`config.mk`:
```
export PLATFORM = sky130hd
export DESIGN_NAME = matrix_product_engine
export DESIGN_NICKNAME = d
export VERILOG_FILES = /design/src/rtl/core/mpe_pkg.sv /design/src/rtl/core/mpe_ram.sv /design/src/rtl/core/mpe_ctrl.sv /design/src/rtl/core/mpe_dp.sv /design/src/rtl/core/matrix_product_engine.sv
export SDC_FILE = /design/constraint.sdc
export NUM_CORES = 2
export LEC_CHECK = 0
export BUFFER_PORTS_ARGS = -buffer_cell sky130_fd_sc_hd__buf_2
export CAP_MARGIN = 20
export CORE_MARGIN = 2
export CORE_UTILIZATION = 57
export DETAILED_ROUTE_END_ITERATION = 6
export HOLD_SLACK_MARGIN = 0.12
export PLACE_DENSITY = 0.76
export RECOVER_POWER = 50
export SLEW_MARGIN = 10
export SYNTH_ARGS = -nofsm -noshare
export SYNTH_HDL_FRONTEND = slang
export SYNTH_HIERARCHICAL = 1
export SYNTH_SLANG_ARGS = --single-unit
```
`constraint.sdc`:
```
create_clock -name clk -period 6.24 [get_ports clk]
set_input_delay 1.248 -clock clk [delete_from_list [all_inputs] [get_ports clk]]
set_output_delay 1.248 -clock clk [all_outputs]
set_load 0.02 [all_outputs]
```
`src/rtl/core/mpe_pkg.sv`:
```
// shared types and constants of the matrix product engine
`timescale 1ns / 1ps

package mpe_pkg;

  localparam int CFG_W     = 4;
  localparam int KIND_W    = 2;
  localparam int VAL_W     = 16;
  localparam int RES_W     = 16;
  localparam int IDX_W     = 3;
  localparam int FRAC_BITS = 12;

  localparam logic [KIND_W-1:0] KIND_LOAD_A = 2'd0;
  localparam logic [KIND_W-1:0] KIND_LOAD_B = 2'd1;
  localparam logic [KIND_W-1:0] KIND_START  = 2'd2;

  localparam logic [1:0] REG_A_ROWS = 2'd0;
  localparam logic [1:0] REG_A_COLS = 2'd1;
  localparam logic [1:0] REG_B_ROWS = 2'd2;
  localparam logic [1:0] REG_B_COLS = 2'd3;

  localparam logic signed [RES_W-1:0] RES_MAX = 16'sh7FFF;
  localparam logic signed [RES_W-1:0] RES_MIN = 16'sh8000;

  typedef struct packed {
    logic [KIND_W-1:0]       kind;
    logic signed [VAL_W-1:0] value;
  } in_word_t;

  typedef struct packed {
    logic signed [RES_W-1:0] result;
    logic [IDX_W-1:0]        row;
    logic [IDX_W-1:0]        col;
    logic                    last;
    logic                    error;
    logic                    saturated;
  } out_word_t;

  // clipped matrix dimensions
  typedef struct packed {
    logic [CFG_W-1:0] ar;
    logic [CFG_W-1:0] ac;
    logic [CFG_W-1:0] br;
    logic [CFG_W-1:0] bc;
  } dims_t;

  // controller to datapath
  typedef struct packed {
    logic             load_a;
    logic             load_b;
    logic             rewind;
    logic             entry_init;
    logic             term;
    logic             first;
    logic             last;
    logic             next_col;
    logic             next_row;
    logic             err_emit;
    logic [IDX_W-1:0] row;
    logic [IDX_W-1:0] col;
    logic             last_entry;
  } cmd_t;

  // datapath to controller
  typedef struct packed {
    logic out_free;
    logic done;
  } sts_t;

  function automatic logic [CFG_W-1:0] clip_dim(input logic [CFG_W-1:0] d,
                                                input logic [CFG_W-1:0] max_d);
    logic [CFG_W-1:0] r;
    r = d;
    if (d == '0) begin
      r = CFG_W'(1);
    end else if (d > max_d) begin
      r = max_d;
    end
    return r;
  endfunction

endpackage

```
`src/rtl/core/mpe_ram.sv`:
```
// generic single write port ram with registered read
`timescale 1ns / 1ps

module mpe_ram #(
  parameter int WIDTH = 16,
  parameter int DEPTH = 64
) (
  input  logic                     clk,
  input  logic                     we,
  input  logic [$clog2(DEPTH)-1:0] waddr,
  input  logic [WIDTH-1:0]         wdata,
  input  logic [$clog2(DEPTH)-1:0] raddr,
  output logic [WIDTH-1:0]         rdata
);

  logic [WIDTH-1:0] mem [DEPTH];

  always_ff @(posedge clk) begin
    if (we) begin
      mem[waddr] <= wdata;
    end
    rdata <= mem[raddr];
  end

endmodule

```
`src/rtl/core/mpe_ctrl.sv`:
```
// sequencer for loads and the row / column / inner-term loops
`timescale 1ns / 1ps

module mpe_ctrl #(
  parameter int MAX_DIM = 8
) (
  input  logic             clk,
  input  logic             rst_n,
  input  mpe_pkg::dims_t   dims,
  input  logic             in_valid,
  output logic             in_stall,
  input  mpe_pkg::in_word_t in_word,
  input  mpe_pkg::sts_t    sts,
  output mpe_pkg::cmd_t    cmd
);

  localparam int DIM_W = $clog2(MAX_DIM + 1);

  typedef enum logic [1:0] {
    ST_IDLE,
    ST_WAIT,
    ST_ISSUE,
    ST_DRAIN
  } state_t;

  state_t           state_r, state_nxt;
  logic [DIM_W-1:0] i_r, i_nxt;
  logic [DIM_W-1:0] j_r, j_nxt;
  logic [DIM_W-1:0] k_r, k_nxt;
  logic [DIM_W-1:0] ar, ac, br, bc;
  logic             accept;
  logic             k_last, j_last, i_last;

  assign ar = dims.ar[DIM_W-1:0];
  assign ac = dims.ac[DIM_W-1:0];
  assign br = dims.br[DIM_W-1:0];
  assign bc = dims.bc[DIM_W-1:0];

  assign in_stall = (state_r != ST_IDLE);
  assign accept   = in_valid && !in_stall;

  assign k_last = (k_r + DIM_W'(1) == ac);
  assign j_last = (j_r + DIM_W'(1) == bc);
  assign i_last = (i_r + DIM_W'(1) == ar);

  always_comb begin
    state_nxt = state_r;
    i_nxt     = i_r;
    j_nxt     = j_r;
    k_nxt     = k_r;
    cmd            = '0;
    cmd.row        = mpe_pkg::IDX_W'(i_r);
    cmd.col        = mpe_pkg::IDX_W'(j_r);
    cmd.last_entry = i_last && j_last;
    cmd.first      = (k_r == '0);
    cmd.last       = k_last;
    case (state_r)
      ST_IDLE: begin
        if (accept) begin
          case (in_word.kind)
            mpe_pkg::KIND_LOAD_A: cmd.load_a = 1'b1;
            mpe_pkg::KIND_LOAD_B: cmd.load_b = 1'b1;
            mpe_pkg::KIND_START: begin
              cmd.rewind = 1'b1;
              i_nxt      = '0;
              j_nxt      = '0;
              state_nxt  = ST_WAIT;
            end
            default: ;
          endcase
        end
      end
      ST_WAIT: begin
        if (sts.out_free) begin
          if (ac != br) begin
            cmd.err_emit = 1'b1;
            state_nxt    = ST_IDLE;
          end else begin
            cmd.entry_init = 1'b1;
            k_nxt          = '0;
            state_nxt      = ST_ISSUE;
          end
        end
      end
      ST_ISSUE: begin
        cmd.term = 1'b1;
        k_nxt    = k_r + DIM_W'(1);
        if (k_last) begin
          state_nxt = ST_DRAIN;
        end
      end
      ST_DRAIN: begin
        if (sts.done) begin
          if (j_last) begin
            if (i_last) begin
              state_nxt = ST_IDLE;
            end else begin
              cmd.next_row = 1'b1;
              i_nxt        = i_r + DIM_W'(1);
              j_nxt        = '0;
              state_nxt    = ST_WAIT;
            end
          end else begin
            cmd.next_col = 1'b1;
            j_nxt        = j_r + DIM_W'(1);
            state_nxt    = ST_WAIT;
          end
        end
      end
      default: state_nxt = ST_IDLE;
    endcase
  end

  always_ff @(posedge clk) begin
    if (!rst_n) begin
      state_r <= ST_IDLE;
      i_r     <= '0;
      j_r     <= '0;
      k_r     <= '0;
    end else begin
      state_r <= state_nxt;
      i_r     <= i_nxt;
      j_r     <= j_nxt;
      k_r     <= k_nxt;
    end
  end

endmodule

```
`src/rtl/core/mpe_dp.sv`:
```
// element stores, address generation, multiply-accumulate and result register
`timescale 1ns / 1ps

module mpe_dp #(
  parameter int MAX_DIM    = 8,
  parameter int ELEM_WIDTH = 16
) (
  input  logic               clk,
  input  logic               rst_n,
  input  mpe_pkg::dims_t     dims,
  input  mpe_pkg::in_word_t  in_word,
  input  mpe_pkg::cmd_t      cmd,
  output mpe_pkg::sts_t      sts,
  output logic               out_valid,
  input  logic               out_stall,
  output mpe_pkg::out_word_t out_word
);

  localparam int CAP       = MAX_DIM * MAX_DIM;
  localparam int AW        = $clog2(CAP);
  localparam int LW        = $clog2(CAP + 1);
  localparam int DIM_W     = $clog2(MAX_DIM + 1);
  localparam int PROD_W    = 2 * ELEM_WIDTH;
  localparam int ACC_W     = PROD_W + DIM_W;
  localparam int SAT_MIN_W = mpe_pkg::FRAC_BITS + mpe_pkg::RES_W + 1;
  localparam int SAT_W     = (ACC_W > SAT_MIN_W) ? ACC_W : SAT_MIN_W;
  localparam int TOP_LO    = mpe_pkg::FRAC_BITS + mpe_pkg::RES_W - 1;

  logic [DIM_W-1:0] ac, bc;
  assign ac = dims.ac[DIM_W-1:0];
  assign bc = dims.bc[DIM_W-1:0];

  // element from the 16-bit field, sign taken at bit ELEM_WIDTH-1
  logic [ELEM_WIDTH+mpe_pkg::VAL_W-1:0] raw;
  logic [ELEM_WIDTH-1:0]                elem;
  assign raw  = (ELEM_WIDTH + mpe_pkg::VAL_W)'($unsigned(in_word.value));
  assign elem = raw[ELEM_WIDTH-1:0];

  // load pointers
  logic [LW-1:0] a_idx_r, b_idx_r;
  logic          a_we, b_we;
  assign a_we = cmd.load_a && (a_idx_r < LW'(CAP));
  assign b_we = cmd.load_b && (b_idx_r < LW'(CAP));

  always_ff @(posedge clk) begin
    if (!rst_n) begin
      a_idx_r <= '0;
      b_idx_r <= '0;
    end else if (cmd.rewind) begin
      a_idx_r <= '0;
      b_idx_r <= '0;
    end else begin
      if (a_we) a_idx_r <= a_idx_r + LW'(1);
      if (b_we) b_idx_r <= b_idx_r + LW'(1);
    end
  end

  // read addresses: a walks along a row, b steps down a column
  logic [AW-1:0] a_base_r, b_col_r, a_addr_r, b_addr_r;

  always_ff @(posedge clk) begin
    if (cmd.rewind) begin
      a_base_r <= '0;
      b_col_r  <= '0;
    end else if (cmd.next_row) begin
      a_base_r <= a_base_r + AW'(ac);
      b_col_r  <= '0;
    end else if (cmd.next_col) begin
      b_col_r  <= b_col_r + AW'(1);
    end
    if (cmd.entry_init) begin
      a_addr_r <= a_base_r;
      b_addr_r <= b_col_r;
    end else if (cmd.term) begin
      a_addr_r <= a_addr_r + AW'(1);
      b_addr_r <= b_addr_r + AW'(bc);
    end
  end

  logic [ELEM_WIDTH-1:0] a_rd, b_rd;

  mpe_ram #(.WIDTH(ELEM_WIDTH), .DEPTH(CAP)) u_a_ram (
    .clk   (clk),
    .we    (a_we),
    .waddr (a_idx_r[AW-1:0]),
    .wdata (elem),
    .raddr (a_addr_r),
    .rdata (a_rd)
  );

  mpe_ram #(.WIDTH(ELEM_WIDTH), .DEPTH(CAP)) u_b_ram (
    .clk   (clk),
    .we    (b_we),
    .waddr (b_idx_r[AW-1:0]),
    .wdata (elem),
    .raddr (b_addr_r),
    .rdata (b_rd)
  );

  // mac pipeline: read data -> product -> accumulator
  logic s1_valid_r, s1_first_r, s1_last_r;
  logic s2_valid_r, s2_first_r, s2_last_r;
  logic acc_last_r;
  logic signed [ELEM_WIDTH-1:0] a_q, b_q;
  logic signed [PROD_W-1:0]     prod_r;
  logic signed [ACC_W-1:0]      acc_r;

  assign a_q = $signed(a_rd);
  assign b_q = $signed(b_rd);

  always_ff @(posedge clk) begin
    if (!rst_n) begin
      s1_valid_r <= 1'b0;
      s2_valid_r <= 1'b0;
      acc_last_r <= 1'b0;
    end else begin
      s1_valid_r <= cmd.term;
      s2_valid_r <= s1_valid_r;
      acc_last_r <= s2_valid_r && s2_last_r;
    end
  end

  always_ff @(posedge clk) begin
    s1_first_r <= cmd.first;
    s1_last_r  <= cmd.last;
    s2_first_r <= s1_first_r;
    s2_last_r  <= s1_last_r;
    prod_r     <= a_q * b_q;
    if (s2_valid_r) begin
      if (s2_first_r) begin
        acc_r <= ACC_W'(prod_r);
      end else begin
        acc_r <= acc_r + ACC_W'(prod_r);
      end
    end
  end

  // floor to q4.12 and clip
  logic signed [SAT_W-1:0]    acc_ext;
  logic [SAT_W-TOP_LO-1:0]    sat_top;
  logic                       in_range;
  logic signed [mpe_pkg::RES_W-1:0] res;

  assign acc_ext  = SAT_W'(acc_r);
  assign sat_top  = acc_ext[SAT_W-1:TOP_LO];
  assign in_range = (&sat_top) || !(|sat_top);
  assign res      = in_range ? acc_ext[TOP_LO:mpe_pkg::FRAC_BITS]
                  : (acc_ext[SAT_W-1] ? mpe_pkg::RES_MIN : mpe_pkg::RES_MAX);

  // result register
  logic               out_valid_r;
  mpe_pkg::out_word_t out_word_r;
  mpe_pkg::out_word_t err_word;

  // mismatch word: last and error set, everything else zero
  always_comb begin
    err_word       = '0;
    err_word.last  = 1'b1;
    err_word.error = 1'b1;
  end

  always_ff @(posedge clk) begin
    if (!rst_n) begin
      out_valid_r <= 1'b0;
    end else if (acc_last_r || cmd.err_emit) begin
      out_valid_r <= 1'b1;
    end else if (!out_stall) begin
      out_valid_r <= 1'b0;
    end
  end

  always_ff @(posedge clk) begin
    if (cmd.err_emit) begin
      out_word_r           <= err_word;
    end else if (acc_last_r) begin
      out_word_r.result    <= res;
      out_word_r.row       <= cmd.row;
      out_word_r.col       <= cmd.col;
      out_word_r.last      <= cmd.last_entry;
      out_word_r.error     <= 1'b0;
      out_word_r.saturated <= !in_range;
    end
  end

  assign out_valid    = out_valid_r;
  assign out_word     = out_word_r;
  assign sts.out_free = !out_valid_r || !out_stall;
  assign sts.done     = acc_last_r;

endmodule

```
`src/rtl/core/matrix_product_engine.sv`:
```
// top level of the matrix product engine: config registers, controller, datapath
`timescale 1ns / 1ps

// channel   ports                             word / meaning
// -------   -------------------------------   ---------------------------------------
// input     in_valid, in_stall, in_word       kind + q4.12 value: load a, load b, start
// result    out_valid, out_stall, out_word    one c entry (or one error word) per word
// config    psel penable pwrite paddr         a_rows a_cols b_rows b_cols at 4*i
//           pwdata prdata pready
//
// a load word is written straight into its store ram
// a start word runs every entry: a wait state, a mac issue per inner term, then the
//   pipeline (ram read, product, accumulate); a_cols != b_rows gives one error word
// the input side stalls from start until the last entry is in the result register
// each entry waits for the result register to drain before its mac run begins
// synchronous active-low reset clears control and sets all dimensions to 1

module matrix_product_engine #(
  parameter int MAX_DIM    = 8,
  parameter int ELEM_WIDTH = 16
) (
  input  logic               clk,
  input  logic               rst_n,
  // input channel
  input  logic               in_valid,
  output logic               in_stall,
  input  mpe_pkg::in_word_t  in_word,
  // result channel
  output logic               out_valid,
  input  logic               out_stall,
  output mpe_pkg::out_word_t out_word,
  // config port
  input  logic               psel,
  input  logic               penable,
  input  logic               pwrite,
  input  logic [3:0]         paddr,
  input  logic [31:0]        pwdata,
  output logic [31:0]        prdata,
  output logic               pready
);

  // dimension registers, raw as written
  logic [mpe_pkg::CFG_W-1:0] a_rows_r, a_cols_r, b_rows_r, b_cols_r;
  logic                      cfg_wr;
  logic [1:0]                cfg_sel;

  assign pready  = 1'b1;
  assign cfg_sel = paddr[3:2];
  assign cfg_wr  = psel && penable && pwrite && pready;

  always_ff @(posedge clk) begin
    if (!rst_n) begin
      a_rows_r <= mpe_pkg::CFG_W'(1);
      a_cols_r <= mpe_pkg::CFG_W'(1);
      b_rows_r <= mpe_pkg::CFG_W'(1);
      b_cols_r <= mpe_pkg::CFG_W'(1);
    end else if (cfg_wr) begin
      case (cfg_sel)
        mpe_pkg::REG_A_ROWS: a_rows_r <= pwdata[mpe_pkg::CFG_W-1:0];
        mpe_pkg::REG_A_COLS: a_cols_r <= pwdata[mpe_pkg::CFG_W-1:0];
        mpe_pkg::REG_B_ROWS: b_rows_r <= pwdata[mpe_pkg::CFG_W-1:0];
        mpe_pkg::REG_B_COLS: b_cols_r <= pwdata[mpe_pkg::CFG_W-1:0];
        default: ;
      endcase
    end
  end

  // read back the raw register values
  always_comb begin
    case (cfg_sel)
      mpe_pkg::REG_A_ROWS: prdata = 32'(a_rows_r);
      mpe_pkg::REG_A_COLS: prdata = 32'(a_cols_r);
      mpe_pkg::REG_B_ROWS: prdata = 32'(b_rows_r);
      mpe_pkg::REG_B_COLS: prdata = 32'(b_cols_r);
      default:             prdata = '0;
    endcase
  end

  // zero counts as one, anything above the array size as the array size
  mpe_pkg::dims_t dims;
  localparam logic [mpe_pkg::CFG_W-1:0] MAX_D = mpe_pkg::CFG_W'(MAX_DIM);

  assign dims.ar = mpe_pkg::clip_dim(a_rows_r, MAX_D);
  assign dims.ac = mpe_pkg::clip_dim(a_cols_r, MAX_D);
  assign dims.br = mpe_pkg::clip_dim(b_rows_r, MAX_D);
  assign dims.bc = mpe_pkg::clip_dim(b_cols_r, MAX_D);

  mpe_pkg::cmd_t cmd;
  mpe_pkg::sts_t sts;

  // sequencer: accepts words, walks rows, columns and inner terms
  mpe_ctrl #(.MAX_DIM(MAX_DIM)) u_ctrl (
    .clk      (clk),
    .rst_n    (rst_n),
    .dims     (dims),
    .in_valid (in_valid),
    .in_stall (in_stall),
    .in_word  (in_word),
    .sts      (sts),
    .cmd      (cmd)
  );

  // stores, mac pipeline, saturation and the result register
  mpe_dp #(.MAX_DIM(MAX_DIM), .ELEM_WIDTH(ELEM_WIDTH)) u_dp (
    .clk       (clk),
    .rst_n     (rst_n),
    .dims      (dims),
    .in_word   (in_word),
    .cmd       (cmd),
    .sts       (sts),
    .out_valid (out_valid),
    .out_stall (out_stall),
    .out_word  (out_word)
  );

endmodule
```
### Word-level counts from Yosys, hierarchy flattened

Memories as Yosys holds them, arrays and structs flattened. A register that Yosys moved wholly into a read port is not among the register bits.
Index checks and enable logic that the tools add are counted.

| operators by class | value |
|---|---|
| equality and inequality tests | 22 |
| multipliers | 1 |
| bitwise gates (word level) | 1 |
| order comparisons | 6 |
| mux-type cells | 61 |
| $add $sub $neg | 10 |
| reductions and logical operators | 39 |

Operator list:

| kind | count |
|---|---|
| 32-bit one-hot mux with 4 select lines | 1 |
| 4-bit 2-to-1 mux | 18 |
| 36-bit by 32-bit adder with 36-bit output | 1 |
| 36-bit 2-to-1 mux | 1 |
| 16-bit by 16-bit multiplier with 32-bit output | 1 |
| 16-bit 2-to-1 mux | 2 |
| 6-bit 2-to-1 mux | 4 |
| 4-bit one-hot mux with 2 select lines | 3 |
| 1-bit 2-to-1 mux | 21 |
| 4-bit zero test | 5 |
| 4-bit greater-than comparator (second input constant) | 4 |
| 2-bit 2-to-1 mux | 8 |
| 7-bit by 1-bit adder with 7-bit output (second input constant) | 2 |
| 7-bit < comparator (second input constant) | 2 |
| 4-bit by 1-bit adder with 4-bit output (second input constant) | 3 |
| 6-bit by 1-bit adder with 6-bit output (second input constant) | 2 |
| 6-bit by 4-bit adder with 6-bit output | 2 |
| 4-bit == test | 3 |
| 2-bit == test (second input constant) | 5 |
| 2-bit by 1-bit inequality test with 1-bit output (second input constant) | 5 |
| 5-bit AND reduction | 2 |
| 9-bit AND reduction | 1 |
| 9-bit OR reduction | 1 |
| 2-bit inequality test (second input constant) | 4 |
| other kinds (15) | 39 |

| word-level totals | value |
|---|---|
| memories | 2 |
| bits in writable memories | 2048 |
| logic and storage cells | 172 |
| input port bits | 61 |
| register bits | 169 |
| output and inout bits | 60 |

Memories:

| name | depth | bits a word | rd ports | clocked after Yosys merged registers in | write ports | RTL line | text |
|---|---|---|---|---|---|---|---|
| u_dp.u_a_ram.mem | 64 | 16 | 1 | 1 | 1 | mpe_ram.sv:16 | `logic [WIDTH-1:0] mem [DEPTH];` |
| u_dp.u_b_ram.mem | 64 | 16 | 1 | 1 | 1 | mpe_ram.sv:16 |  |

### Logic depth before layout (Yosys ltp)

| logic depth | value |
|---|---|
| depth in word-level cells | 9 |
| mapped depth | 24 |
| mapped depth without buffers | 23 |

### Modules after synthesis

The synthesis kept the hierarchy.

Modules (own cells, without submodules):

| module | area each (um^2) | sequential area each (um^2) | instances | cells each |
|---|---|---|---|---|
| mpe_ram | 40042.2 | 31069.8 | 2 | 1829 |
| mpe_dp | 16831.1 | 3263.1 | 1 | 1811 |
| mpe_ctrl | 1119.8 | 280.3 | 1 | 138 |
| matrix_product_engine | 1093.5 | 320.3 | 1 | 121 |

### Worst setup path before layout

Ideal clock, no wire load.

| path | value |
|---|---|
| path type | register to register |
| from | register u_dp.u_a_ram.rdata[15], read port of u_dp.u_a_ram.mem |
| to | register u_dp.prod_r[31] |
| slack | 0.061 ns |
| data required time | 6.149 ns |
| path buffers | 2 |
| setup time | 0.091 ns |
| period minus slack after synthesis | 6.179 ns |
| arrival | 6.088 ns |
| stages on the path, launching flop included | 22 |
| cells stage by stage | dfxtp_1 clkbuf_1 nand2_1 inv_1 fa_1 fa_1 fa_1 fa_1 fa_1 inv_1 fa_1 inv_1 ha_1 clkbuf_1 o21a_1 nor2_1 o31ai_1 nor2_1 a21oi_1 o31a_1 nor4_1 a311oi_1 |

| between the ends | value |
|---|---|
| longest elaborated chain between the ends | 1 |

RTL lines:

| item | RTL line | text |
|---|---|---|
| start: declaration | mpe_ram.sv:13 | `output logic [WIDTH-1:0] rdata` |
| 16-bit by 16-bit multiplier with 32-bit output | mpe_dp.sv:128 | `prod_r <= a_q * b_q;` |
| end signal: assignment | mpe_dp.sv:128 |  |
| end: declaration | mpe_dp.sv:105 | `logic signed [PROD_W-1:0] prod_r;` |

Every way passes these cells.
A chain may end at the register's enable or synchronous reset.

### Worst setup path after layout

| path | value |
|---|---|
| from | register u_dp.u_b_ram.rdata[4], read port of u_dp.u_b_ram.mem |
| to | register u_dp.prod_r[30] |

| between the ends | value |
|---|---|
| longest elaborated chain between the ends | 1 |

RTL lines:

| item | RTL line |
|---|---|
| start: declaration | mpe_ram.sv:13 |
| 16-bit by 16-bit multiplier with 32-bit output | mpe_dp.sv:128 |

Every way passes these cells.

==> impl_metrics.env <==
export IMPL_async_flop_share_pct=0
export IMPL_drv_slew=1665
export IMPL_io_pins=121
export IMPL_drtIter0Drc=5879
export IMPL_grt_use_total_pct=25.20
export IMPL_cp_max_fo=10
export IMPL_fmax_mhz=167.2
export IMPL_fin_worst_skew_ps=29.25
export IMPL_cts_root_buffer="clkbuf_16"
export IMPL_path_depth=21
export IMPL_synth_edff_count=2096
export IMPL_die_h_um=421.0
export IMPL_regToRegSetupSlack_ps=260
export IMPL_outcome="finished, violations left"
export IMPL_area_growth_syn_to_layout_pct=10.49
export IMPL_busiest_layer="met2"
export IMPL_met3_usage_pct=4.820
export IMPL_io_buffers=61
export IMPL_critPathCapture="u_dp/prod_r[30]"
export IMPL_path_delay_family="adder cells"
export IMPL_wl_um=222500
export IMPL_cts_made_buffers=208
export IMPL_core_area_um2=173200
export IMPL_fill_cells=11580
export IMPL_fin_setup_tns_ps=0
export IMPL_via_per_inst=6.221
export IMPL_rr_startpoint="u_dp/u_b_ram/rdata[4]"
export IMPL_postCtsSetupBuffers=0
export IMPL_crit_start="u_dp/u_b_ram/rdata[4]"
export IMPL_violations="max-capacitance violations, max-slew violations"
export IMPL_finalCritPeriodShare_pct=95.88
export IMPL_dr_pass1_iters=6
export IMPL_crit_path_end_kind="flop"
export IMPL_crit_path_max_incr_delay_ps=530
export IMPL_grt_pass1_wl_um=336600
export IMPL_critPathRequiredTime_ps=7020
export IMPL_clk_pin_slew_worst_paths_ps=60
export IMPL_start_util_pct=57.22
export IMPL_syn_area_per_cell_um2=17.31
export IMPL_worst_path_most_repeated_cell="fa_1"
export IMPL_hold_viol=0
export IMPL_path_buf_inv=4
export IMPL_use_met2_pct=40.51
export IMPL_avgRoutedWirePerCell_um=26.28
export IMPL_cts_resized=0
export IMPL_relSlewSlack_pct=-211.8
export IMPL_hp_class="reg2reg"
export IMPL_clock_path_buffers=3
export IMPL_synth_cell_types=89
export IMPL_netlist_instances=5728
export IMPL_synth_top_area_cell="edfxtp_1"
export IMPL_hpwlAfterDp_um=136200
export IMPL_cts_sinks=2249
export IMPL_dr_total_vias=52680
export IMPL_synth_top_area_share_pct=63.49
export IMPL_num_rows=153
export IMPL_hold_buffers=0
export IMPL_ff2ff_path_depth=21
export IMPL_ant_nets=0
export IMPL_synthTopCellsByArea="edfxtp_1 (63%), mux4_2 (10%), fa_1 (5.4%)"
export IMPL_setup_violations=0
export IMPL_die_w_um=421.0
export IMPL_grt_pass1_vias=53480
export IMPL_critPathSlowestCell="fa_1"
export IMPL_synth_flop_cell="edfxtp_1"
export IMPL_ys_warn_count=6
export IMPL_post_synth_top_count_cell="edfxtp_1"
export IMPL_worst_setup_path_start_kind="flop"
export IMPL_worst_slew_pin_slew_ps=4677
export IMPL_ys_seq_area_share_pct=66.58
export IMPL_cp_arrival_ps=6760
export IMPL_grt_met1_usage_pct=34.80
export IMPL_insertion_delay_ps=860
export IMPL_cts_tree="yes"
export IMPL_antenna_found_initial=10
export IMPL_fp_dieArea_um2=177300
export IMPL_drive_gt1_share_pct=18.74
export IMPL_gp_congestion=0.8974
export IMPL_grt_overflow=0
export IMPL_min_period_ps=5983
export IMPL_final_nets=6420
export IMPL_rsz0062_at_grt="false"
export IMPL_synthTopCellsByCount="edfxtp_1 (2096), mux4_2 (444), inv_1 (331), nand2_1 (331), nor2_1 (270)"
export IMPL_drc=0
export IMPL_syn_area_um2=99130
export IMPL_crit_type="reg2reg"
export IMPL_synth_seq_cells=2249
export IMPL_htree_levels=4
export IMPL_rr_endpoint="u_dp/prod_r[30]"
export IMPL_drv_cap=25
export IMPL_worstPathCellList="and2_1, fa_1, inv_1, fa_1, fa_1, fa_1, inv_1, fa_1, inv_1, fa_1, inv_1, ha_1, a21o_1, a21o_1, nor2_1, o21ai_2, a21oi_2, nor2_2, o41ai_4, or4b_1, o211ai_1"
export IMPL_grt_max_degree=126
[worst reg2reg max path, delay by kind of cell (launching register included)]
family                   cells  cell delay, ps
flip-flops                   1             370
adder cells (fa/ha/maj)      7            3380
buffers and inverters        4             200
AND/OR/NAND/NOR              4             860
AO/OA/AOI/OAI                6            1120
[placed cells by master (no fill, tap or decap), types with 21 or more instances in the layout]
master,count
clkinv_1,52
ha_1,133
nor2b_1,85
xor2_1,38
clkbuf_1,76
a22oi_1,79
a211o_1,21
o21ai_0,60
nand4_1,37
mux2i_1,206
a21oi_1,113
a21o_1,24
xnor2_1,53
edfxtp_1,2096
nor2_1,260
clkbuf_16,209
conb_1,29
clkinv_2,29
a221oi_1,32
o21ai_1,26
dfxtp_1,140
fa_1,264
and2_1,133
mux2_2,62
mux4_2,444
bufinv_16,27
a31oi_1,21
inv_1,332
a211oi_1,39
nand2_1,331
buf_4,208
buf_2,31
nand3_1,76
[stage by stage]
step | setup WS [ps] | util, % | instances | hold slack (ps) | cell area (um^2)
global route | 1.802 | 63.21 | 8464 | 343.4 | 109500
CTS | 30.50 | 63.25 | 8460 | 329.2 | 109600
global placement | 37.88 | 59.21 | 8071 | 314.2 | 102600
detailed placement | 9.751 | 59.22 | 8073 | 316.7 | 102600
finish | 257.4 | 63.22 | 8468 | 326.7 | 109500
floorplan | 61.34 | - | 5755 | 309.6 | 99230
[cell families after synthesis]
logic type	share of synthesized area, %
AND/OR/NAND/NOR	5.314
buffers and inverters	3.302
flip-flops	66.58
other	0.007576
multiplexers	13.08
XOR/XNOR	0.8432
AO/OA/AOI/OAI	3.836
adder cells (fa/ha/maj)	7.030
[per-layer routing]
layer | routed length [um] | part of all wire [%]
met4 | 8449 | 3.8
met3 | 19890 | 8.9
met2 | 107300 | 48
met1 | 86810 | 39
met5 | 80 | 0.036
[sequential cells by signal (all words and copies together), names as in the netlist, 4 cells and up, named ones only]
register            count
a_cols_r                4
a_rows_r                4
b_cols_r                4
b_rows_r                4
u_ctrl/i_r              4
u_ctrl/j_r              4
u_ctrl/k_r              4
u_dp/a_addr_r           6
u_dp/a_base_r           6
u_dp/a_idx_r            7
u_dp/acc_ext           36
u_dp/b_addr_r           6
u_dp/b_col_r            6
u_dp/b_idx_r            7
u_dp/out_word          25
u_dp/prod_r            32
u_dp/u_a_ram/mem     1024
u_dp/u_a_ram/rdata     16
u_dp/u_b_ram/mem     1024
u_dp/u_b_ram/rdata     16
[area by class of cell]
type / instances / area (um^2) / area share [%]
inverter: 333 / 1250 / 1.141
timing repair buffer: 310 / 2310 / 2.109
clock inverter: 129 / 1474 / 1.346
sequential: 2249 / 66020 / 60.28
antenna: 5 / 12.51 / 0.01142
clock buffer: 258 / 5494 / 5.016
tap: 2325 / 2909 / 2.656
multi-input combinational: 2859 / 30050 / 27.44
[how the worst min path moves through the flow]
stage / startpoint / end / slack, ps / cells after the start
2_1_floorplan: u_dp/s1_first_r / u_dp/s2_first_r / 310 / 0
3_3_place_gp: u_dp/s1_last_r / u_dp/s2_last_r / 310 / 0
5_1_grt: u_dp/s1_last_r / u_dp/s2_last_r / 340 / 0
6_report: u_dp/s1_first_r / u_dp/s2_first_r / 330 / 0
4_1_cts: u_dp/s1_first_r / u_dp/s2_first_r / 330 / 0
3_5_place_dp: u_dp/s1_first_r / u_dp/s2_first_r / 320 / 0
Power is left out: the tool's default activity adds up to more than one toggle a clock period on the data nets, which glitch-free logic cannot reach.
